===== config.mk =====
export PLATFORM = sky130hd
export DESIGN_NAME = mms_ram
export DESIGN_NICKNAME = d
export VERILOG_FILES = /design/src/design/mms_ram.sv
export SDC_FILE = /design/constraint.sdc
export NUM_CORES = 2
export LEC_CHECK = 0
export BUFFER_PORTS_ARGS = -buffer_cell sky130_fd_sc_hd__buf_2
export CORE_MARGIN = 1
export CORE_UTILIZATION = 57
export DETAILED_ROUTE_END_ITERATION = 12
export HOLD_SLACK_MARGIN = 0.15
export PLACE_DENSITY = 0.77
export RECOVER_POWER = 25
export SLEW_MARGIN = 20
export SYNTH_ARGS = -nofsm -noshare
export SYNTH_HDL_FRONTEND = slang
export SYNTH_SLANG_ARGS = --single-unit
export TNS_END_PERCENT = 100

===== constraint.sdc =====
create_clock -name i_clk -period 3.8 [get_ports i_clk]
set_input_delay 0.76 -clock i_clk [delete_from_list [all_inputs] [get_ports i_clk]]
set_output_delay 0.76 -clock i_clk [all_outputs]
set_load 0.02 [all_outputs]

===== src/design/mms_ram.sv =====
// Generic single-port-write, single-port-read RAM with registered read.
module mms_ram #(
    parameter int WIDTH = 32,
    parameter int DEPTH = 128
) (
    input  logic                                   i_clk,
    input  logic                                   i_we,
    input  logic [((DEPTH > 1) ? $clog2(DEPTH) : 1)-1:0] i_waddr,
    input  logic [WIDTH-1:0]                       i_wdata,
    input  logic                                   i_re,
    input  logic [((DEPTH > 1) ? $clog2(DEPTH) : 1)-1:0] i_raddr,
    output logic [WIDTH-1:0]                       o_rdata
);

    logic [WIDTH-1:0] r_mem [DEPTH];
    logic [WIDTH-1:0] r_rdata;

    always_ff @(posedge i_clk) begin
        if (i_we) begin
            r_mem[i_waddr] <= i_wdata;
        end
        if (i_re) begin
            r_rdata <= r_mem[i_raddr];
        end
    end

    assign o_rdata = r_rdata;

endmodule


Word-level counts from Yosys, hierarchy flattened
Memories as Yosys holds them, arrays and structs flattened. A register that Yosys moved wholly into a read port is not among the register bits.
Cells that the tools add are included.
Word-level totals
  flip-flop bits (word level): 0
  latch bits: 0
  bits in writable memories: 4096
  bits in read-only memories: 0
  bits of input ports: 49
  output and inout bits: 32
  logic and storage cells: 3
  memories kept: 1
Memories
  r_mem: depth 128, width 32, rd ports 1, clocked after memory_dff 1, write ports 1, RTL line 15  | logic [WIDTH-1:0] r_mem [DEPTH];
Cells by class
  $add $sub $neg: 0
  $mul: 0
  div/mod/pow operators: 0
  $lt $le $gt $ge: 0
  eq/ne operators: 0
  shift-type cells: 0
  mux-type cells: 2
  bitwise logic cells: 0
  reductions and logical operators: 0
Operators with widths (count)
  1-bit two-way mux: 2

Longest topological paths before layout
  word-level depth: 2
  depth in mapped cells: 8
  mapped depth without buffers: 4

Least setup slack after synthesis
Ideal clock, no wire load.
  path kind: input-to-reg
  from: input port i_we
  to: memory r_mem[98][0], enable pin
  library setup time: 0.461 ns
  arrival: 3.538 ns
  required time: 3.339 ns
  slack: -0.199 ns
  stages: 3
  path buffers: 1
  cells stage by stage: clkbuf_1 nand4_1 nor3_1
On the way
  word-level cells in the longest chain between the ends: 2
Ends and longest elaborated chain
  from (decl): RTL line 7  | input logic i_we,
  1-bit two-way mux: RTL line 19  | if (i_we) begin
  1-bit two-way mux (implied by the code): RTL line 20  | r_mem[i_waddr] <= i_wdata;
  to (decl): RTL line 15
No other way between the ends.

Worst setup path after layout
  from: input port i_wdata[2]
  to: memory r_mem[83][2] (data pin)
RTL lines
  from (decl): RTL line 9  | input logic [WIDTH-1:0] i_wdata,
No word-level cell before the write port.

==> impl_metrics.json <==
{
  "port_buffers": 80,
  "drt_wl_total_mm": 454,
  "crit_chain": "clkbuf_1 > buf_4",
  "synth-seq-area-share_pct": 79.2,
  "num_rows": 192,
  "worst_pin_slew_ns": 3.48,
  "whs_ns": 0.557,
  "cp_slowest_cell": "clkbuf_1",
  "worstRegToRegCells": 4,
  "multi_input_area_um2": 32300,
  "synth_nets": 6039,
  "clock_skew_ns": 0.0362,
  "root_buffer": "clkbuf_16",
  "syn_to_final_growth_pct": 14.4,
  "gp_congestion": 0.836,
  "post-cts-setup-buffer-count": 0,
  "ys_ff_latch": 4128,
  "fill_cells": 15600,
  "p_leak_nw": 55.1,
  "vias": 77900,
  "crit_required_ns": 4.42,
  "initial_core_util_pct": 57.3,
  "max_freq_ghz": 0.300,
  "hpwl_mm": 220,
  "worst-path-buf-inv": 2,
  "grt_pass1_vias": 77100,
  "antenna_found_initial": 61,
  "yosysWarnings": 0,
  "crit_arrival_ns": 3.95,
  "reg2reg_to": "o_rdata[16]",
  "cts_tree": "done",
  "drtIter0Drc": 14100,
  "r2r-start": "r_mem[48][16]",
  "timing.slew.headroom_pct": -132,
  "maxCapViolCount": 28,
  "reg2reg_slack_ns": 0.92,
  "cts.sinks": 4128,
  "grt_pass1_wl_mm": 612,
  "critPathLaunch": "i_wdata[2]",
  "final_max_slew_viol_count": 2299,
  "utilization_pct": 65.5,
  "hold_violations": 0,
  "crit_end": "r_mem[83][2]",
  "die_x_um": 526,
  "cts-htree-levels": 5,
  "overflow": 0,
  "numCtsBuffers": 383,
  "path_max_fanout": 63,
  "synth_cell_types": 16,
  "setup_viol": 0,
  "clk_path_buf_depth": 4,
  "drive_gt1_share_pct": 37.1,
  "criticalPathCategory": "in -> reg",
  "seqCellArea_um2": 124000,
  "violations": "capacitance limit, slew limit",
  "syn_area_per_cell_um2": 26.1,
  "layout_min_cycle_time_ns": 3.33,
  "core-area_um2": 273000,
  "fp.dieH_um": 526,
  "irDropWorstVdd_uv": 415,
  "clk_latency_ns": 0.94,
  "cp-end-kind": "flop",
  "via_per_inst": 7.41,
  "startpoint_type": "input pin",
  "nets": 6639,
  "antenna_left": 0,
  "netlist_instances": 5990,
  "grt_max_degree": 129,
  "slowest_delay_ns": 2.25,
  "path_clk_slew_ns": 0.06,
  "rsz0062_at_grt": "no",
  "status": "finished with violations",
  "finalCritPeriodShare_pct": 87.6,
  "grt_usage_pct": 32.2,
  "drc": 0,
  "io_pins": 81,
  "path_delay_family": "buffers and inverters",
  "crit_cells": 2,
  "first_pass_iters": 7,
  "power_density_nw_per_um2": 526,
  "hold_path_class": "in -> reg",
  "syn_area_um2": 157000,
  "die-area_um2": 277000,
  "wl_per_cell_um": 43.2
}
==> layout by cell type (no fill, tap or decap), types with 3 or more instances in the layout <==
| cell | count |
|---|---|
| buf_4 | 275 |
| nand2_1 | 14 |
| clkinv_1 | 88 |
| clkinv_2 | 66 |
| buf_2 | 42 |
| clkinv_8 | 3 |
| clkbuf_1 | 78 |
| buf_8 | 3 |
| buf_12 | 180 |
| diode_2 | 36 |
| edfxtp_1 | 4128 |
| nand4_1 | 3 |
| clkinvlp_4 | 17 |
| nand3_1 | 8 |
| mux4_2 | 1344 |
| bufinv_16 | 38 |
| nor2_1 | 3 |
| nor2_4 | 119 |
| clkinv_4 | 5 |
| inv_6 | 12 |
| nor2b_1 | 7 |
| nor3_2 | 3 |
| clkbuf_2 | 15 |
| nand3_2 | 4 |
| nor3_4 | 6 |
| mux2_2 | 32 |
| clkbuf_16 | 390 |
==> routing by layer <==
layer  part of all wire [%]  global-route usage, %  routed length [um]
met5                  0.069                      0                 315
met4                    6.3                   18.4               28400
met1                     32                   41.4              144000
met3                     14                   8.19               61700
met2                     48                   50.6              219000
==> registers in the layout (all words and copies together), names as in the netlist <==
name	count
o_rdata	32
r_mem	4096
==> timing repair <==
item / 4_1_cts / 5_1_grt
gates resized for setup: 0 / 0
endpoints found under the hold margin: 8 / 0
hold buffers: 1 / 0
==> synth_stat cells <==
master,n,area [um^2]
edfxtp_1,4128,124000
mux4_2,1344,30300
clkbuf_1,182,683
nor2_1,122,458
buf_2,79,395
buf_1,50,188
mux2_2,32,360
nand2_1,14,52.6
nand3_1,12,60.1
nor3_1,9,45.0
nor2b_1,7,43.8
buf_4,3,22.5
nand4_1,3,18.8
buf_6,2,22.5
nand2b_1,2,12.5
or3_1,1,6.26
==> final cells by class <==
| cell class | count | share of cell area, % |
|---|---|---|
| sequential | 4128 | 69.2 |
| multi-input combinational | 1546 | 18.0 |
| clock buffer | 454 | 5.58 |
| timing repair buffer | 531 | 3.39 |
| tap | 3589 | 2.51 |
| clock inverter | 230 | 1.20 |
| antenna | 36 | 0.0503 |
==> report_power, final <==
group	switching, W	leakage, nW	internal [W]
sequential	0.000121	37.1	0.0504
combinational	0.00329	12.1	0.00203
clock	0.0171	5.92	0.0214
==> how the worst min path moves through the flow <==
stage	startpoint	slack, ns	endpoint	depth (start not counted)
after floorplan	i_wdata[0]	0.86	r_mem[0][0]	0
after global placement	i_wdata[0]	1.03	r_mem[2][0]	1
after detailed placement	i_wdata[0]	1.03	r_mem[2][0]	1
after CTS	i_wdata[20]	0.26	r_mem[81][20]	1
after global routing	i_wdata[19]	0.57	r_mem[116][19]	1
final	i_wdata[19]	0.56	r_mem[127][19]	1
==> kinds of logic after synthesis <==
logic type             after synthesis  synth area share (%)
buffers and inverters              316                 0.837
and+or+nand+nor                    170                 0.445
DFF                               4128                  79.2
muxes                             1376                  19.6
==> metrics by stage <==
step                instances  power [W]  setup TNS, ns  area, um^2  worst slack [ns]
finish                  10500     0.0943              0      179000             0.470
detailed placement       9793     0.0564          -5.11      167000            -0.310
floorplan                5990     0.0538         -17.91      157000            -0.199
global placement         9793     0.0562          -4.47      167000            -0.291
global route            10500     0.0959              0      179000             0.448
CTS                     10500     0.0940              0      179000             0.611
Power figures use the tool's default switching activity.
