## src/design/mms_pkg.sv

```systemverilog
// Shared constants, status codes and types for the min/max stack.
package mms_pkg;

    localparam int STACK_DEPTH = 128;
    localparam int ADDR_W      = (STACK_DEPTH > 1) ? $clog2(STACK_DEPTH) : 1;
    localparam int CNT_W       = $clog2(STACK_DEPTH + 1);
    localparam int DATA_W      = 32;
    localparam int COUNT_OUT_W = 8;

    typedef enum logic {
        ACT_PUSH = 1'b0,
        ACT_POP  = 1'b1
    } t_action;

    typedef enum logic [1:0] {
        ST_OK        = 2'd0,
        ST_OVERFLOW  = 2'd1,
        ST_UNDERFLOW = 2'd2
    } t_status;

    typedef logic signed [DATA_W-1:0] t_word;

endpackage

```

## src/design/mms_scan.sv

```systemverilog
// Running min/max accumulator fed one stored word per cycle during a rescan.
module mms_scan
    import mms_pkg::*;
(
    input  logic  i_clk,
    input  logic  i_valid,
    input  logic  i_first,
    input  t_word i_data,
    output t_word o_max,
    output t_word o_min
);

    t_word r_max;
    t_word r_min;

    always_ff @(posedge i_clk) begin
        if (i_valid) begin
            // first word seeds both extremes
            if (i_first || (i_data > r_max)) begin
                r_max <= i_data;
            end
            if (i_first || (i_data < r_min)) begin
                r_min <= i_data;
            end
        end
    end

    assign o_max = r_max;
    assign o_min = r_min;

endmodule

```

## config.mk

```make
export PLATFORM = sky130hd
export DESIGN_NAME = mms_scan
export DESIGN_NICKNAME = d
export VERILOG_FILES = /design/src/design/mms_pkg.sv /design/src/design/mms_scan.sv
export SDC_FILE = /design/constraint.sdc
export NUM_CORES = 1
export LEC_CHECK = 0
export BUFFER_PORTS_ARGS = -buffer_cell sky130_fd_sc_hd__buf_2
export CAP_MARGIN = 10
export CORE_MARGIN = 4
export CORE_UTILIZATION = 57
export CTS_CLUSTER_DIAMETER = 100
export CTS_CLUSTER_SIZE = 25
export DETAILED_ROUTE_END_ITERATION = 12
export PLACE_DENSITY = 0.86
export SLEW_MARGIN = 20
export SYNTH_ARGS = -nofsm -noshare
export SYNTH_HDL_FRONTEND = slang
export SYNTH_SLANG_ARGS = --single-unit
```

## constraint.sdc

```tcl
create_clock -name i_clk -period 10.3 [get_ports i_clk]
set_clock_uncertainty 0.2 [all_clocks]
set_input_delay 0.515 -clock i_clk [delete_from_list [all_inputs] [get_ports i_clk]]
set_output_delay 0.515 -clock i_clk [all_outputs]
set_load 0.03 [all_outputs]
```

# After elaboration in Yosys (flattened, before gate mapping)
# Cells that the tools add are included.
[totals]
ff_bits = 64
input_bits = 35
output_inout_bits = 64
elab_cells = 8
[op_classes]
magnitude_cmp = 2
n_reduce_logical = 4
[op_table]
columns = ["cell", "count"]
rows = [
  ["$gt A32 B32 Y1", 1],
  ["$lt A32 B32 Y1", 1],
  ["$reduce_and A2 Y1", 2],
  ["$logic_or A1 B1 Y1", 2],
]

# Logic depth before layout (Yosys ltp)
# Gate-level depths: netlist of run 1.
[depth]
word_depth = 3
ltp_mapped = 9
depth_no_buf = 9

# Worst setup path before layout of run 1
# Ideal clock, no wire load.
[synth_path]
path_kind = "register to register"
start = "register r_max[31] (netlist: o_max[31])"
end = "register r_max[0] (netlist: o_max[0]), enable pin"
arrival_time_ns = 4.237
t_required_ns = 9.630
setup_slack_ns = 5.393
path_stages_with_launch = 9
cell_sequence = "edfxtp_1 -> inv_1 -> ha_1 -> nand4_1 -> nor4_1 -> nand4_1 -> nor3_1 -> nor4_1 -> a211oi_1"
[synth_between]
elab_chain_len = 3
[synth_rtl]
columns = ["item", "line_no", "rtl"]
rows = [
  ["start, declared", "mms_scan.sv:13", "t_word r_max;"],
  ["start signal, assigned", "mms_scan.sv:20", "r_max <= i_data;"],
  ["$gt A32 B32 Y1", "mms_scan.sv:19", "if (i_first || (i_data > r_max)) begin"],
  ["$logic_or A1 B1 Y1", "mms_scan.sv:19", ""],
  ["$reduce_and A2 Y1 (no line)", "-", ""],
]
# No other way between the ends.
# A chain may end at the register's enable or synchronous reset.

# Final worst setup path of run 1
[layout_path]
start = "register r_max[31] (netlist: o_max[31])"
end = "register r_max[23] (netlist: o_max[23]), enable pin"
# The elaborated chain is that of the path after synthesis.

==> results of run 1 <==
-- metal layers --
metal	track usage	share of wire	vias to the layer above	routed length (um)
met5	0	0	-	0
met4	0.113	0.026	0	216
met3	0.0482	0.064	23	525
met2	0.378	0.49	88	4050
met1	0.280	0.42	1215	3420
li1	-	-	1272	-
-- state kept, by name, indices dropped and copies added (netlist names) --
signal,flops
o_min,32
o_max,32
-- layout make-up --
| type | instances | area [sq um] | share of cell area |
|---|---|---|---|
| Inverter | 65 | 244 | 0.0564 |
| Clock inverter | 6 | 26.3 | 0.00607 |
| Multi-Input combinational cell | 160 | 1410 | 0.325 |
| Clock buffer | 10 | 128 | 0.0295 |
| Timing Repair Buffer | 100 | 505 | 0.117 |
| Sequential cell | 64 | 1920 | 0.444 |
| Tap cell | 75 | 93.8 | 0.0217 |
-- cell usage after synthesis --
| cell | instances |
|---|---|
| a21boi_0 | 1 |
| edfxtp_1 | 64 |
| nor3_1 | 2 |
| or4_1 | 1 |
| nor4_1 | 3 |
| a221o_1 | 2 |
| nand2_1 | 8 |
| a21o_1 | 13 |
| and4b_1 | 1 |
| ha_1 | 63 |
| inv_1 | 65 |
| o21ai_0 | 4 |
| nor2b_1 | 1 |
| a2111oi_2 | 1 |
| nand2b_4 | 1 |
| nor2_1 | 8 |
| o311ai_1 | 1 |
| xor2_1 | 1 |
| nand2b_1 | 1 |
| a211oi_1 | 4 |
| o21a_1 | 2 |
| nand4_1 | 11 |
| and2_0 | 1 |
| o21ai_1 | 1 |
| a21oi_1 | 19 |
| nand3_1 | 8 |
| a2111oi_4 | 1 |
| o2111ai_1 | 1 |
-- power breakdown --
part | switching (W) | internal [W] | total [W] | leakage [nW]
Clock | 0.0000935 | 0.0000835 | 0.000177 | 0.0823
Sequential | 0.0000114 | 0.000315 | 0.000327 | 0.614
Combinational | 0.000114 | 0.0000552 | 0.000169 | 1.47
-- worst max-delay path, stage by stage (launching register included) --
cell	delay, ps
edfxtp_1	370
inv_1	60
ha_1	340
nand4_1	200
nor4_1	390
nand4_1	210
nor3_1	220
nor4_1	110
a211oi_4	600
buf_4	410
-- stage by stage --
step / hold WS, ps / instances / total power [W]
2_1_floorplan: 414 / 289 / 0.000441
3_3_place_gp: 539 / 464 / 0.000492
3_5_place_dp: 542 / 464 / 0.000499
4_1_cts: 186 / 480 / 0.000674
5_1_grt: 191 / 480 / 0.000704
6_report: 190 / 480 / 0.000673
-- path summary, 6_finish.rpt --
check	slack (ps)	startpoint	endpoint
worst min-delay path	190	i_data[23]	o_min[23]
worst min register to register	1040	o_max[31]	o_max[31]
worst max register to register	6840	o_max[31]	o_max[23]
worst max-delay path	6840	o_max[31]	o_max[23]
-- kinds of logic (layout without fill, tap and decap cells) --
group	count (synthesis)	count (layout)	share of synthesized area
buffers and inverters	65	181	0.0685
flip-flops	64	64	0.540
AO/OA/AOI/OAI	50	50	0.0984
AND/OR/NAND/NOR	46	46	0.0696
adder cells (fa/ha/maj)	63	63	0.221
XOR/XNOR	1	1	0.00246
==> results.tsv, run 1 <==
stage	metric	value	unit
routing	via count	2598	
hold_path	hold path depth	1	
placed_design	post-placement cell area	4170	sq um
timing	Final period util	0.336	
logic_synthesis	synthesized area	3560	sq um
cells_and_area	most common cell after layout, fill and taps aside	buf_2	
placed_design	PortBufs	98	
timing	Relative slew margins	0.568	
global_routing	total track usage	0.227	
routing	vias per cell	5.41	
setup_path	Worst EP required	10120	ps
timing	RSZ-0062 raised after global routing	no	
cells_and_area	most frequent cells in the layout	buf_2 (98), inv_1 (65), edfxtp_1 (64), ha_1 (63), a21oi_1 (19)	
cells_and_area	nets@finish	498	
floorplanning	placement row count	28	
logic_synthesis	syn_area_per_cell	12.3	sq um
power_and_ir_drop	P per Cell Area	155	nW/um^2
global_routing	initial antenna violation count	0	
clock_network	Hold Buf Count CTS	0	
cells_and_area	ant diodes	0	
logic_synthesis	post-synth top area share	0.540	
job	Max-Cap Viols	0	
global_routing	vias in the first global route	2682	
routing	TritonRoute pass-1 iters	4	
logic_synthesis	Seq/Total Area, Yosys	0.540	
clock_network	clk_lat worst skew	350	ps
timing	Slew Limit Fails	0	
logic_synthesis	Synth area leader	edfxtp_1	
clock_network	clk sinks	64	
routing	1st-iter DRT viols	146	
hold_path	worst hold path type	input port to flop	
clock_network	Max clock buf depth	2	
floorplanning	Top Ports	99	
cells_and_area	Area growth, synth to finish	21.5	%
setup_path	crit end category	flop	
setup_path	critical path arrival	3270	ps
cells_and_area	Core Util, Final	0.722	
global_routing	grt ovf	0	
timing	fmax	289	MHz
clock_network	post-CTS resize count	0	
routing	DR DRC count	0	
cells_and_area	fin area	4330	sq um
power_and_ir_drop	leak pwr	2.16	nW
placed_design	Detail Placement HPWL	6320	um
clock_network	Root Buffer	clkbuf_8	
cells_and_area	Layout fillers	420	
setup_path	CP Launch Type	flop	
routing	Avg WL per Cell	17.1	um
timing	total negative slack	0	ps
clock_network	H-Tree Depth	3	
routing	total wire length	8220	um
floorplanning	die height	87.0	um
clock_network	CTS tree	yes	
placed_design	GP Congestion	0.851	
timing	endpoints failing setup	0	
floorplanning	Initial Util	0.594	
logic_synthesis	post-synth cell types	28	
logic_synthesis	Gate Count Post-Synth	289	
status	status	finished clean	
cells_and_area	layout cells sized above 1	0.286	
floorplanning	Die Area	7580	sq um
global_routing	largest net degree at the start of global routing	22	
clock_network	postcts setup bufs	0	
logic_synthesis	Syn Nets	387	
timing	Slew @ Worst Pin	646	ps
placed_design	dpl ws	6660	ps
timing	Final Hold Viols	0	
timing	post-layout min period	3460	ps
global_routing	first-pass GRT wire length	12800	um
timing	final setup margin	6840	ps
clock_network	Clk pin slew, worst setup/hold paths	70	ps
floorplanning	Core Area	5990	sq um
setup_path	Reg2Reg Depth	9	
floorplanning	Die X-Extent	87.0	um
logic_synthesis	Area contributors post-synth	edfxtp_1 (54%), ha_1 (22%), inv_1 (6.9%)	
setup_path	CP Class	flop to flop	
routing	Antenna Nets Post-Route	0	
logic_synthesis	synth warn	0	
power_and_ir_drop	Peak supply drop	0.000108	V
setup_path	CP Max Fanout	21	
clock_network	CTS Buf Count	9	
logic_synthesis	synthesized flop and latch total	64	
Power figures use the tool's default switching activity.
==> run 2: changes to the inputs <==
- CORE_UTILIZATION: 57 -> 53
- PLACE_DENSITY: 0.86 -> 0.81
- clock period: 10.3 -> 3.5 ns (I/O delays scaled with it)
==> run 2 against run 1 <==
Clock power rose to 4.3 times the previous value. Wire length increased by 1.8%. Core utilization up 1.7 points. Setup slack got worse by 6600 ps. Die area increased by 6.8%. Count of clock-buffer cells in the layout decreased by 1. Register-to-register slack got worse by 6500 ps. Non-clock buffer count up 33. Worst hold slack gained 58 ps. Sequential power rose to 2.9 times the previous value. Sequential share of layout area down 4.0 points. Final cell count rose by 7.5%. Largest cell class unchanged. Largest power group unchanged.
==> results.tsv, run 2 (synthesized netlist as in run 1, its figures left out) <==
stage	metric	value	unit	change
cells_and_area	nets@finish	532		was 498
placed_design	Detail Placement HPWL	6040	um	was 6320 um
timing	final setup margin	199	ps	was 6840 ps
global_routing	largest net degree at the start of global routing	19		was 22
clock_network	CTS tree	yes		unchanged
job	Max-Cap Viols	0		unchanged
setup_path	critical path arrival	3150	ps	was 3270 ps
routing	total wire length	8360	um	was 8220 um
floorplanning	placement row count	29		was 28
setup_path	CP Launch Type	input port		was flop
clock_network	Root Buffer	clkbuf_8		unchanged
cells_and_area	most frequent cells in the layout	buf_2 (98), inv_1 (65), edfxtp_1 (64), ha_1 (63), dlygate4sd3_1 (32)		was buf_2 (98), inv_1 (65), edfxtp_1 (64), ha_1 (63), a21oi_1 (19)
floorplanning	Core Area	6420	sq um	was 5990 sq um
floorplanning	Die Area	8090	sq um	was 7580 sq um
timing	Final period util	0.943		
global_routing	total track usage	0.218		was 0.227
cells_and_area	most common cell after layout, fill and taps aside	buf_2		unchanged
setup_path	crit end category	flop		unchanged
clock_network	Clk pin slew, worst setup/hold paths	70	ps	about the same
hold_path	worst hold path type	input port to flop		unchanged
cells_and_area	layout cells sized above 1	0.273		was 0.286
placed_design	GP Congestion	0.807		was 0.851
clock_network	Max clock buf depth	2		unchanged
setup_path	CP peak stage delay	530	ps	was 600 ps
setup_path	Worst EP required	3350	ps	was 10,120 ps
timing	Relative slew margins	0.394		was 0.568
clock_network	postcts setup bufs	0		unchanged
cells_and_area	ant diodes	0		unchanged
setup_path	CP Class	input port to flop		was flop to flop
routing	via count	2753		was 2,598
status	status	finished clean		unchanged
setup_path	critical path's slowest cell	dlygate4sd3_1		was a211oi_4
cells_and_area	non-filler cells in the finished layout	516		was 480
clock_network	H-Tree Depth	3		unchanged
global_routing	vias in the first global route	2823		was 2,682
clock_network	CTS Buf Count	9		unchanged
routing	Antenna Nets Post-Route	0		unchanged
placed_design	Placed Cells	467		was 464
timing	RSZ-0062 raised after global routing	no		unchanged
clock_network	clk_lat worst skew	350	ps	about the same
routing	vias per cell	5.34		was 5.41
cells_and_area	Area growth, synth to finish	33.4	%	was 21.5%
power_and_ir_drop	leak pwr	2.33	nW	was 2.16 nW
clock_network	clk sinks	64		unchanged
timing	Final Hold Viols	0		unchanged
setup_path	CP Max Fanout	13		was 21
global_routing	first-pass GRT wire length	13900	um	was 12,800 um
routing	DR DRC count	0		unchanged
routing	1st-iter DRT viols	181		was 146
floorplanning	Top Ports	99		unchanged
placed_design	dpl ws	-77.9	ps	was 6660 ps
clock_network	post-CTS resize count	0		unchanged
timing	post-layout min period	3300	ps	
timing	Slew Limit Fails	0		unchanged
placed_design	PortBufs	98		unchanged
floorplanning	Die X-Extent	90.0	um	was 87.0 um
routing	Avg WL per Cell	16.2	um	was 17.1 um
floorplanning	Initial Util	0.554		was 0.594
global_routing	initial antenna violation count	0		unchanged
timing	fmax	303	MHz	
floorplanning	die height	90.0	um	was 87.0 um
timing	Slew @ Worst Pin	908	ps	was 646 ps
power_and_ir_drop	P per Cell Area	473	nW/um^2	was 155 nW/um^2
power_and_ir_drop	Peak supply drop	0.000302	V	was 0.000108 V
timing	endpoints failing setup	0		unchanged
routing	TritonRoute pass-1 iters	5		was 4
cells_and_area	Core Util, Final	0.740		was 0.722
setup_path	worst-path cell chain	dlygate4sd3_1 > buf_2 > ha_1 > nand4_1 > or4_1 > o2111ai_1 > nor4_1 > a211oi_4 > buf_4		was inv_1 > ha_1 > nand4_1 > nor4_1 > nand4_1 > nor3_1 > nor4_1 > a211oi_4 > buf_4
global_routing	grt ovf	0		unchanged
timing	total negative slack	0	ps	unchanged
-- run 2: power by group --
part | internal, W | switching (W)
clock network | 0.000467 | 0.000291
registers | 0.000927 | 0.0000313
logic | 0.000189 | 0.000340
-- run 2: routing by layer --
layer,GRT usage,wire length (um),vias up,share of wire
met1,0.288,3750,1302,0.45
met2,0.348,3920,95,0.47
met3,0.0543,531,14,0.063
li1,-,-,1342,-
met4,0.0842,158,0,0.019
met5,0,0,-,0
-- run 2: path summary, 6_finish.rpt --
| path | start | slack (ps) | cells past startpoint | end |
|---|---|---|---|---|
| max reg2reg | o_max[31] | 310 | 8 | o_max[16] |
| min | i_valid | 250 | 3 | o_min[14] |
| max | i_data[31] | 200 | 9 | o_max[16] |
| min reg2reg | o_max[31] | 1010 | 5 | o_max[4] |
-- run 2: worst max-delay path: cells and delay by family --
kind | cells | cell delay, ps
buffers and inverters | 3 | 1010
AND/OR/NAND/NOR | 3 | 890
AO/OA/AOI/OAI | 2 | 710
adder cells (fa/ha/maj) | 1 | 350
-- run 2: layout make-up --
class                           count  area, sq um
Clock buffer                        9          124
Clock inverter                      7          110
Timing Repair Buffer              133          833
Fill cell                         415         1670
Inverter                           65          244
Tap cell                           77         96.3
Sequential cell                    64         1920
Multi-Input combinational cell    161         1420
-- run 2: what timing repair did --
action,in CTS,in global routing
hold buffers,32,0
endpoints found under the setup margin,13,0
endpoints found under the hold margin,64,0
-- run 2: metrics by stage --
| stage | power, W | hold slack [ps] | area (sq um) |
|---|---|---|---|
| after floorplan | 0.00130 | 73.9 | 3570 |
| after global placement | 0.00145 | 203 | 4180 |
| after detailed placement | 0.00147 | 207 | 4180 |
| after CTS | 0.00225 | 242 | 4750 |
| after global routing | 0.00236 | 260 | 4750 |
| final | 0.00224 | 247 | 4750 |
